--- config.mk ---
export PLATFORM = sky130hd
export DESIGN_NAME = kthrec_cell
export DESIGN_NICKNAME = d
export VERILOG_FILES = /design/src/kthrec_pkg.sv /design/src/kthrec_cell.sv
export SDC_FILE = /design/constraint.sdc
export NUM_CORES = 1
export LEC_CHECK = 0
export ABC_AREA = 1
export BUFFER_PORTS_ARGS = -buffer_cell sky130_fd_sc_hd__buf_2
export CORE_ASPECT_RATIO = 2
export CORE_UTILIZATION = 40
export DETAILED_ROUTE_END_ITERATION = 7
export PLACE_DENSITY = 0.72
export SLEW_MARGIN = 25
export SYNTH_ARGS = -nofsm -noshare
export SYNTH_HDL_FRONTEND = slang
export SYNTH_SLANG_ARGS = --single-unit
--- constraint.sdc ---
create_clock -name aclk -period 5.7 [get_ports aclk]
set_input_delay 0.855 -clock aclk [delete_from_list [all_inputs] [get_ports aclk]]
set_output_delay 0.855 -clock aclk [all_outputs]
set_load 0.005 [all_outputs]
--- src/kthrec_pkg.sv ---
`timescale 1ns / 1ps

package kthrec_pkg;

    // Item operation codes
    localparam int OP_W = 2;
    localparam logic [OP_W-1:0] OP_INSERT = 2'd0;
    localparam logic [OP_W-1:0] OP_QUERY  = 2'd1;
    localparam logic [OP_W-1:0] OP_CLEAR  = 2'd2;

    // Result status codes
    localparam int ST_W = 2;
    localparam logic [ST_W-1:0] ST_OK    = 2'd0;
    localparam logic [ST_W-1:0] ST_FULL  = 2'd1;
    localparam logic [ST_W-1:0] ST_RANGE = 2'd2;

endpackage

--- src/kthrec_cell.sv ---
`timescale 1ns / 1ps

// One position of the sorted chain. Holds a record and shifts it right
// when a smaller key is inserted in front of it.
module kthrec_cell #(
    parameter int YEAR_BITS = 12,
    parameter int SLOT_W    = 6,
    parameter int INDEX     = 0
) (
    input  logic                 aclk,
    input  logic                 aresetn,
    input  logic                 ins_en,
    input  logic                 clr_en,
    input  logic [YEAR_BITS-1:0] new_enlist,
    input  logic [YEAR_BITS-1:0] new_birth,
    input  logic [SLOT_W-1:0]    new_slot,
    input  logic [YEAR_BITS-1:0] left_enlist,
    input  logic [YEAR_BITS-1:0] left_birth,
    input  logic [SLOT_W-1:0]    left_slot,
    input  logic                 left_gt,
    input  logic                 left_le,
    input  logic [SLOT_W-1:0]    sel_idx,
    output logic                 gt,
    output logic                 le,
    output logic                 hit,
    output logic [YEAR_BITS-1:0] enlist,
    output logic [YEAR_BITS-1:0] birth,
    output logic [SLOT_W-1:0]    slot
);
    import kthrec_pkg::*;

    logic                 valid_reg;
    logic [YEAR_BITS-1:0] enlist_reg;
    logic [YEAR_BITS-1:0] birth_reg;
    logic [SLOT_W-1:0]    slot_reg;

    // Held key sorts after the new one; equal keys stay (insertion order)
    assign gt  = valid_reg && ({enlist_reg, birth_reg} > {new_enlist, new_birth});
    assign le  = valid_reg && !gt;
    assign hit = valid_reg && (sel_idx == SLOT_W'(INDEX));

    assign enlist = enlist_reg;
    assign birth  = birth_reg;
    assign slot   = slot_reg;

    // Clear, keep, take the left neighbor, or take the new record
    always_ff @(posedge aclk) begin
        if (!aresetn) begin
            valid_reg <= 1'b0;
        end else if (clr_en) begin
            valid_reg <= 1'b0;
        end else if (ins_en && !le) begin
            if (left_gt) begin
                valid_reg  <= 1'b1;
                enlist_reg <= left_enlist;
                birth_reg  <= left_birth;
                slot_reg   <= left_slot;
            end else if (left_le) begin
                valid_reg  <= 1'b1;
                enlist_reg <= new_enlist;
                birth_reg  <= new_birth;
                slot_reg   <= new_slot;
            end
        end
    end

endmodule

; ---- Word level (Yosys, flattened, before mapping)
; Cells that the tools add are included.
[word_totals]
regBits = 31
inputBits = 72
output_inout_bits = 33
elab_cells = 26
[classes]
magnitude_cmp = 1
n_mux = 8
bitwise = 2
reduce_logical = 11
[op_table]
columns = op, count
row1 = 12-bit two-way mux, 4
row2 = 24-bit greater-than comparator, 1
row3 = 6-bit two-way mux, 2
row4 = 6-bit zero test, 1
row5 = 1-bit logical AND, 4
row6 = 4-bit AND reduction, 1
row7 = 1-bit zero test, 2
row8 = 1-bit two-way mux, 2
row9 = 1-bit inverter, 2
row10 = 2-bit AND reduction, 1
row11 = 2-bit nonzero test, 1
row12 = 2-bit OR reduction, 1

; ---- Longest topological paths before layout
; Gate-level depths: netlist (run 1).
[logic_depth]
word_depth = 7
ltp_mapped = 13

; ---- Worst setup path before layout (run 1)
; OpenSTA, ideal clock, no wires.
[synth_timing]
path_kind = input to register
start = input port new_enlist[11]
end = register birth_reg[0], in the netlist birth[0], enable pin
setup_ns = 0.398
t_arrival_ns = 2.635
required_ns = 5.302
setup_slack_ns = 2.667
path_stages = 10
path_cell_list = inv_1 -> ha_1 -> nand2_1 -> nor2_2 -> nand2_2 -> nor2_2 -> nand2_1 -> nand3_2 -> nand2_2 -> a21oi_2
[synth_via]
elab_chain_len = 7
[synth_rtl]
columns = element, line
row1 = start: declaration, kthrec_cell.sv:14  ; input logic [YEAR_BITS-1:0] new_enlist,
row2 = 24-bit greater-than comparator, kthrec_cell.sv:38  ; assign gt = valid_reg && ({enlist_reg, birth_reg} > {new_enlist, new_birth});
row3 = 1-bit logical AND, kthrec_cell.sv:38
row4 = 1-bit zero test, kthrec_cell.sv:39  ; assign le = valid_reg && !gt;
row5 = 1-bit logical AND, kthrec_cell.sv:39
row6 = 1-bit zero test, kthrec_cell.sv:52  ; end else if (ins_en && !le) begin
row7 = 1-bit logical AND, kthrec_cell.sv:52
row8 = 4-bit AND reduction (no source line), --
row9 = end signal: assignment, kthrec_cell.sv:56  ; birth_reg <= left_birth;
row10 = end signal: assignment, kthrec_cell.sv:61  ; birth_reg <= new_birth;
row11 = end: declaration, kthrec_cell.sv:34  ; logic [YEAR_BITS-1:0] birth_reg;
; No other way between the ends.
; A chain may end at the register's enable or synchronous reset.

; ---- Worst setup path in the final report (run 1)
[layout_timing]
start = input port new_enlist[7]
end = output port gt
[layout_via]
elab_chain_len = 2
[layout_rtl]
columns = element, line
row1 = 24-bit greater-than comparator, kthrec_cell.sv:38
row2 = 1-bit logical AND, kthrec_cell.sv:38
row3 = end: declaration, kthrec_cell.sv:23  ; output logic gt,
; No other way between the ends.

==> reports/results.txt, run 1 <==
Area contributors post-synth = edfxtp_1, ha_1, nand2_1
Synth Cell Area = 0.00198 mm^2
clk root buf = clkbuf_8
DP Area = 0.00255 mm^2
R2R depth = 9
RSZ-0062 raised after global routing = no
post-synthesis sequential area ratio = 46.5%
HP Class = reg2reg
fin. max-slew vios = 0
DPL Wire Length = 3590 um
synthesized flop and latch total = 31
Critical path destination = gt
R2R Path Start = enlist[7]$_DFFE_PP_
H-tree levels = 2
grt ovf = 0
worst path cell trace = buf_2 > inv_1 > ha_1 > a21oi_1 > nand2_1 > a21oi_1 > nand3_2 > nand2_2 > nor2_1 > buf_2
top-count cell post-synth = nand2_1
CP endpoint kind = primary output
First-pass DRT Iterations = 4
clock skew = 2.96 ps
part of the cycle the worst path needs = 52.8%
Yosys top cell area share = 45.5%
WP data required = 4850 ps
DRT Wirelength = 4420 um
Core Area = 0.00469 mm^2
Cell Rows = 35
Slowest-stage cell, CP = ha_1
Post-synth EDFFs = 30
WHS = 549 ps
Non-Filler Instances = 371
worst skew pair latency = 280 ps
Starting Density = 42.3%
r2r setup slk = 3230 ps
fraction of power consumed by sequential logic = 52.1%
total negative setup slack = 0 ps
Design Area, Final = 0.00262 mm^2
post-synth cell types = 25
vias in the first global route = 1,744
Peak VDD IR = 0.146 mV
pwr/cell area = 192 mW/mm^2
initial antenna violation count = 0
Pleak = 1.35 nW
combinational power share = 17.9%
NumNets Final = 413
CTS resizes = 0
clk sinks = 31
post-synthesis average cell area = 9.34 um^2
met1 wire length = 1520 um
Post-synth ARST share = 0%
syn_nets = 308
outcome = complete, no violations
CP startpoint kind = input port
WL/cell = 11.9 um
cell count after synthesis = 212
crit path DAT = 2150 ps
largest area contributor in the netlist = edfxtp_1
DRT iter0 DRCs = 17
critical setup path kind = in2out
diode count = 0
Die Y = 102 um
# hold bufs at CTS = 0
sw frac = 23.9%
first-pass GRT wire length = 6830 um
routability cong. = 0.734
Final Hold Viols = 0
die width = 51.8 um
Tightest Pin Transition = 944 ps
top cells by count, synth = nand2_1, edfxtp_1, inv_1
max_cap viols = 0
met3 routed WL = 222 um
Vias per Instance = 4.73
internal power = 384 uW
share of layout cells above drive strength 1 = 38.9%
Max Fclk = 332 MHz
CP Max Fanout = 3
Clock Tree Buf Depth = 2
Total GRT Usage = 17.9%
post-CTS setup-driven buffer insertion count = 0
drt drc = 0
Synth-to-Final Area Change = 32.3%
Critical path origin = new_enlist[7]
Worst slew margin = 36.9%
Placed Cells = 365
post-route ant nets = 0
ys flop type = edfxtp_1
Clock Pin Slew Worst Setup and Hold Paths = 50 ps
largest net degree at the start of global routing = 55
sw power = 120 uW
routed wl met2 = 2610 um
IO buf count = 104
vias = 1,754
total CTS buffers = 5
Final setup viols = 0
crit-path max cell delay = 320 ps
Synth Warn # = 0
RR Endpoint = enlist[6]$_DFFE_PP_
die area = 0.00525 mm^2
TritonCTS clock tree = built
crit path time final = 3010 ps
clock power share = 30.1%
top routing layer in use = met4
IO Count = 105
Tot Pwr = 505 uW
cells by family (layout without fill, tap and decap cells):
kind of cell	count (synthesis)	after routing	synth area share (%)
compound gates	38	38	10.0
fa+ha+maj	24	24	15.2
buf+inv	40	144	7.90
flops	31	31	46.5
mux	7	7	3.98
simple gates	72	72	16.4
cells in the final DEF, fill, tap and decap left out:
cell and count:
clkbuf_1 1, nor2_4 1, o21ai_1 23, nand2_2 3, nor4_2 1, nand3_2 1
nand2_1 52, o21ai_0 2, dfxtp_1 1, buf_2 104, nor2_1 6, inv_1 30
ha_1 24, nand4_2 1, a21oi_1 10, a21o_1 2, edfxtp_1 30, clkbuf_8 5
or2_2 1, nor2_2 3, inv_2 2, nand3_1 2, or4_1 1, clkinv_1 2
a21oi_4 1, mux2_1 7
layout make-up:
class | count | area (um^2)
fill | 467 | 2060
sequential | 31 | 921
multi-input combinational | 141 | 911
timing repair buffer | 104 | 520
inverter | 34 | 128
clock buffer | 6 | 72.6
tap | 55 | 68.8
per-stage QoR:
step | setup WS, ps | utilization (%)
global placement | 2450 | 54.4
CTS | 2680 | 55.9
floorplan | 2670 | -
global route | 2510 | 55.9
detailed placement | 2400 | 54.4
finish | 2690 | 55.9
power groups by stage:
stage | logic, mW | registers, mW | clock network (mW)
global placement | 0.0889 | 0.267 | 0
finish | 0.0902 | 0.263 | 0.152
global route | 0.104 | 0.263 | 0.166
floorplan | 0.0508 | 0.268 | 0
CTS | 0.0921 | 0.263 | 0.159
detailed placement | 0.0917 | 0.267 | 0
worst max-delay path, delay by kind of cell:
family,cells,cell delay [ps]
adders and majority gates,1,320
and+or+nand+nor,4,340
AOI/OAI and AO/OA,2,400
buffers and inverters,3,230
worst min path at each step:
| stage | slack, ps | from | end | cells past startpoint |
|---|---|---|---|---|
| 2_1_floorplan | 490 | valid_reg$_SDFFE_PP0P_ | valid_reg$_SDFFE_PP0P_ | 2 |
| 3_3_place_gp | 540 | valid_reg$_SDFFE_PP0P_ | valid_reg$_SDFFE_PP0P_ | 2 |
| 3_5_place_dp | 550 | valid_reg$_SDFFE_PP0P_ | valid_reg$_SDFFE_PP0P_ | 2 |
| 4_1_cts | 550 | valid_reg$_SDFFE_PP0P_ | valid_reg$_SDFFE_PP0P_ | 2 |
| 5_1_grt | 610 | valid_reg$_SDFFE_PP0P_ | valid_reg$_SDFFE_PP0P_ | 2 |
| 6_report | 550 | valid_reg$_SDFFE_PP0P_ | valid_reg$_SDFFE_PP0P_ | 2 |
metal layers:
| layer | track usage [%] | up-vias |
|---|---|---|
| li1 | - | 920 |
| met1 | 15.0 | 776 |
| met2 | 35.8 | 54 |
| met3 | 4.05 | 4 |
| met4 | 9.77 | 0 |
| met5 | 0 | - |
No activity file was read; power rests on OpenSTA's default activity.
==> run 2: changes to the inputs <==
--- a/config.mk
+++ b/config.mk
@@ -5,12 +5,12 @@
 export SDC_FILE = /design/constraint.sdc
 export NUM_CORES = 1
 export LEC_CHECK = 0
-export ABC_AREA = 1
+export ABC_AREA = 0
 export BUFFER_PORTS_ARGS = -buffer_cell sky130_fd_sc_hd__buf_2
 export CORE_ASPECT_RATIO = 2
 export CORE_UTILIZATION = 40
 export DETAILED_ROUTE_END_ITERATION = 7
-export PLACE_DENSITY = 0.72
+export PLACE_DENSITY = 0.73
 export SLEW_MARGIN = 25
 export SYNTH_ARGS = -nofsm -noshare
 export SYNTH_HDL_FRONTEND = slang
==> constraint.sdc (replaced) <==
create_clock -name aclk -period 3 [get_ports aclk]
set_input_delay 0.45 -clock aclk [delete_from_list [all_inputs] [get_ports aclk]]
set_output_delay 0.45 -clock aclk [all_outputs]
set_load 0.005 [all_outputs]
==> reports/results.txt, run 2 <==
outcome = complete, no violations
syn_nets = 286 (-7.1%)
Final setup viols = 0 (unchanged)
fraction of power consumed by sequential logic = 50.0% (-2.1 points)
largest area contributor in the netlist = edfxtp_1
vias in the first global route = 1,564 (-10%)
Final WS setup = 321 ps (-2370 ps)
vias = 1,751 (-0.17%)
combinational power share = 17.0% (-0.9 points)
CTS resizes = 0 (unchanged)
Critical path destination = gt
Fillers = 438 (-6.2%)
internal power = 763 uW (+99%)
CP Max Fanout = 3 (unchanged)
post-route ant nets = 0 (unchanged)
cell count after synthesis = 190 (-10%)
grt ovf = 0 (unchanged)
Clock Tree Buf Depth = 2 (unchanged)
TritonCTS clock tree = built
NumNets Final = 394 (-4.6%)
die width = 51.1 um (-1.2%)
initial antenna violation count = 0 (unchanged)
Tightest Pin Transition = 484 ps (-460 ps)
Yosys top cell area share = 46.7% (+1.2 points)
Placed Cells = 346 (-5.2%)
Vias per Instance = 4.95 (+4.6%)
HP Class = in2reg
DRT Wirelength = 4510 um (+2.0%)
R2R Path Start = enlist[7]$_DFFE_PP_
ys flop type = edfxtp_1
IO Count = 105 (unchanged)
part of the cycle the worst path needs = 89.3%
Post-synth ARST share = 0% (unchanged)
# hold bufs at CTS = 0 (unchanged)
die area = 0.00512 mm^2 (-2.5%)
clock power share = 33.0% (+2.9 points)
Max Fclk = 373 MHz
area of the multi-input gates = 896 um^2 (-1.6%)
DRT iter0 DRCs = 19 (+2)
post-synthesis sequential area ratio = 47.7% (+1.2 points)
post-CTS setup-driven buffer insertion count = 0 (unchanged)
Synth Warn # = 0 (unchanged)
top cells by count, synth = edfxtp_1, nand2_1, o21ai_0
crit path DAT = 2230 ps (+80 ps)
Synth-to-Final Area Change = 35.7%
Peak VDD IR = 0.309 mV (+110%)
RSZ-0062 raised after global routing = no
First-pass DRT Iterations = 4 (unchanged)
Starting Density = 42.0% (-0.31 points)
drt drc = 0 (unchanged)
fin. max-slew vios = 0 (unchanged)
clock skew = 2.11 ps (-0.849 ps)
Pleak = 1.29 nW (-4.0%)
Clock Pin Slew Worst Setup and Hold Paths = 60 ps (about the same)
Cell Rows = 35 (unchanged)
CP startpoint kind = flop
FF+latch area = 921 um^2 (unchanged)
synthesized flop and latch total = 31 (unchanged)
max_cap viols = 0 (unchanged)
Die Y = 100 um (-1.3%)
crit path time final = 2680 ps
Non-Filler Instances = 354 (-4.6%)
clk root buf = clkbuf_8
total CTS buffers = 5 (unchanged)
Post-synth EDFFs = 30 (unchanged)
share of layout cells above drive strength 1 = 41.5% (+2.5 points)
fin util = 56.9% (+0.98 points)
r2r setup slk = 580 ps (-2650 ps)
diode count = 0 (unchanged)
post-synth cell types = 29 (+16%)
total negative setup slack = 0 ps (unchanged)
H-tree levels = 2 (unchanged)
Area contributors post-synth = edfxtp_1, ha_1, o21ai_0
Tot Pwr = 1000 uW (+98%)
DPL Wire Length = 3710 um (+3.2%)
routability cong. = 0.744 (+1.3%)
worst skew pair latency = 270 ps (about the same)
IO buf count = 104 (unchanged)
Core Area = 0.00460 mm^2 (-1.9%)
Worst slew margin = 67.3% (+30 points)
Critical path origin = enlist[7]$_DFFE_PP_
pre-CTS setup slack = 400 ps (-2000 ps)
Total GRT Usage = 18.1% (+0.20 points)
RR Endpoint = slot[2]$_DFFE_PP_
largest net degree at the start of global routing = 54 (-1.8%)
sw power = 237 uW (+96%)
Final Hold Viols = 0 (unchanged)
R2R depth = 7 (-2)
critical setup path kind = reg2out
post-synthesis average cell area = 10.2 um^2 (+8.7%)
commonest non-fill, non-tap cell in the layout = buf_2
Synth Cell Area = 0.00193 mm^2 (-2.6%)
WL/cell = 12.7 um (+6.9%)
pwr/cell area = 382 mW/mm^2 (+98%)
sw frac = 23.7% (-0.21 points)
WP data required = 2550 ps (-2300 ps)
CP endpoint kind = primary output
clk sinks = 31 (unchanged)
Hold Crit Depth = 2 (unchanged)
top-count cell post-synth = edfxtp_1
most frequent cells in the layout = buf_2, edfxtp_1, nand2_1, o21ai_0, inv_1
first-pass GRT wire length = 6870 um (+0.50%)
[run 2: cell types whose count changed after synthesis, moves of 4 or more]
cell      before  now
o21ai_0        2   27
nand2_1       52   29
o21ai_1       23    0
mux2_1         7    0
mux2_2         0    7
buf_2          5    0
clkbuf_1       0    5
nand4_1        0    5
inv_1         30   26
[run 2: worst min path at each step]
stage | start | to | slack [ps]
6_report | aresetn | valid_reg$_SDFFE_PP0P_ | 440
4_1_cts | aresetn | valid_reg$_SDFFE_PP0P_ | 440
3_5_place_dp | valid_reg$_SDFFE_PP0P_ | valid_reg$_SDFFE_PP0P_ | 670
5_1_grt | aresetn | valid_reg$_SDFFE_PP0P_ | 450
3_3_place_gp | valid_reg$_SDFFE_PP0P_ | valid_reg$_SDFFE_PP0P_ | 660
2_1_floorplan | valid_reg$_SDFFE_PP0P_ | valid_reg$_SDFFE_PP0P_ | 590
[run 2: critical path, cell delays in order, from the launching register on]
cell and delay [ps]:
edfxtp_1 390, ha_1 330, nand4_1 180, nor4_2 340, a211oi_1 80, a22o_1 250
nor3b_1 230, buf_2 160
[run 2: per-layer routing]
| layer | vias up | global-route usage (%) | part of all wire (%) |
|---|---|---|---|
| li1 | 895 | - | - |
| met1 | 786 | 18.9 | 36 |
| met2 | 62 | 33.5 | 56 |
| met3 | 8 | 2.88 | 4.7 |
| met4 | 0 | 8.76 | 2.5 |
| met5 | - | 0 | 0 |
[run 2: final cells by class]
class	instances	area share, %
inverter	26	3.73
clock buffer	7	3.30
timing repair buffer	107	20.7
sequential	31	35.2
tap	55	2.63
clock inverter	1	0.191
multi-input combinational	127	34.2
[run 2: power by group through the flow]
stage | Sequential, mW | Clock (mW) | Combinational [mW]
detailed placement | 0.509 | 0 | 0.172
CTS | 0.499 | 0.344 | 0.173
finish | 0.499 | 0.330 | 0.170
floorplan | 0.509 | 0 | 0.0911
global placement | 0.508 | 0 | 0.168
global route | 0.500 | 0.358 | 0.194
[run 2: metrics by stage]
stage | hold slack, ps | area [um^2]
final | 436 | 2620
after global routing | 446 | 2620
after CTS | 435 | 2620
after detailed placement | 669 | 2530
after global placement | 655 | 2530
after floorplan | 594 | 1940
[run 2: kinds of logic after synthesis]
kind of cell / count (synthesis) / synth area share [%]
buf+inv: 32 / 6.23
simple gates: 47 / 12.1
flops: 31 / 47.7
mux: 7 / 4.09
compound gates: 49 / 14.3
fa+ha+maj: 24 / 15.6
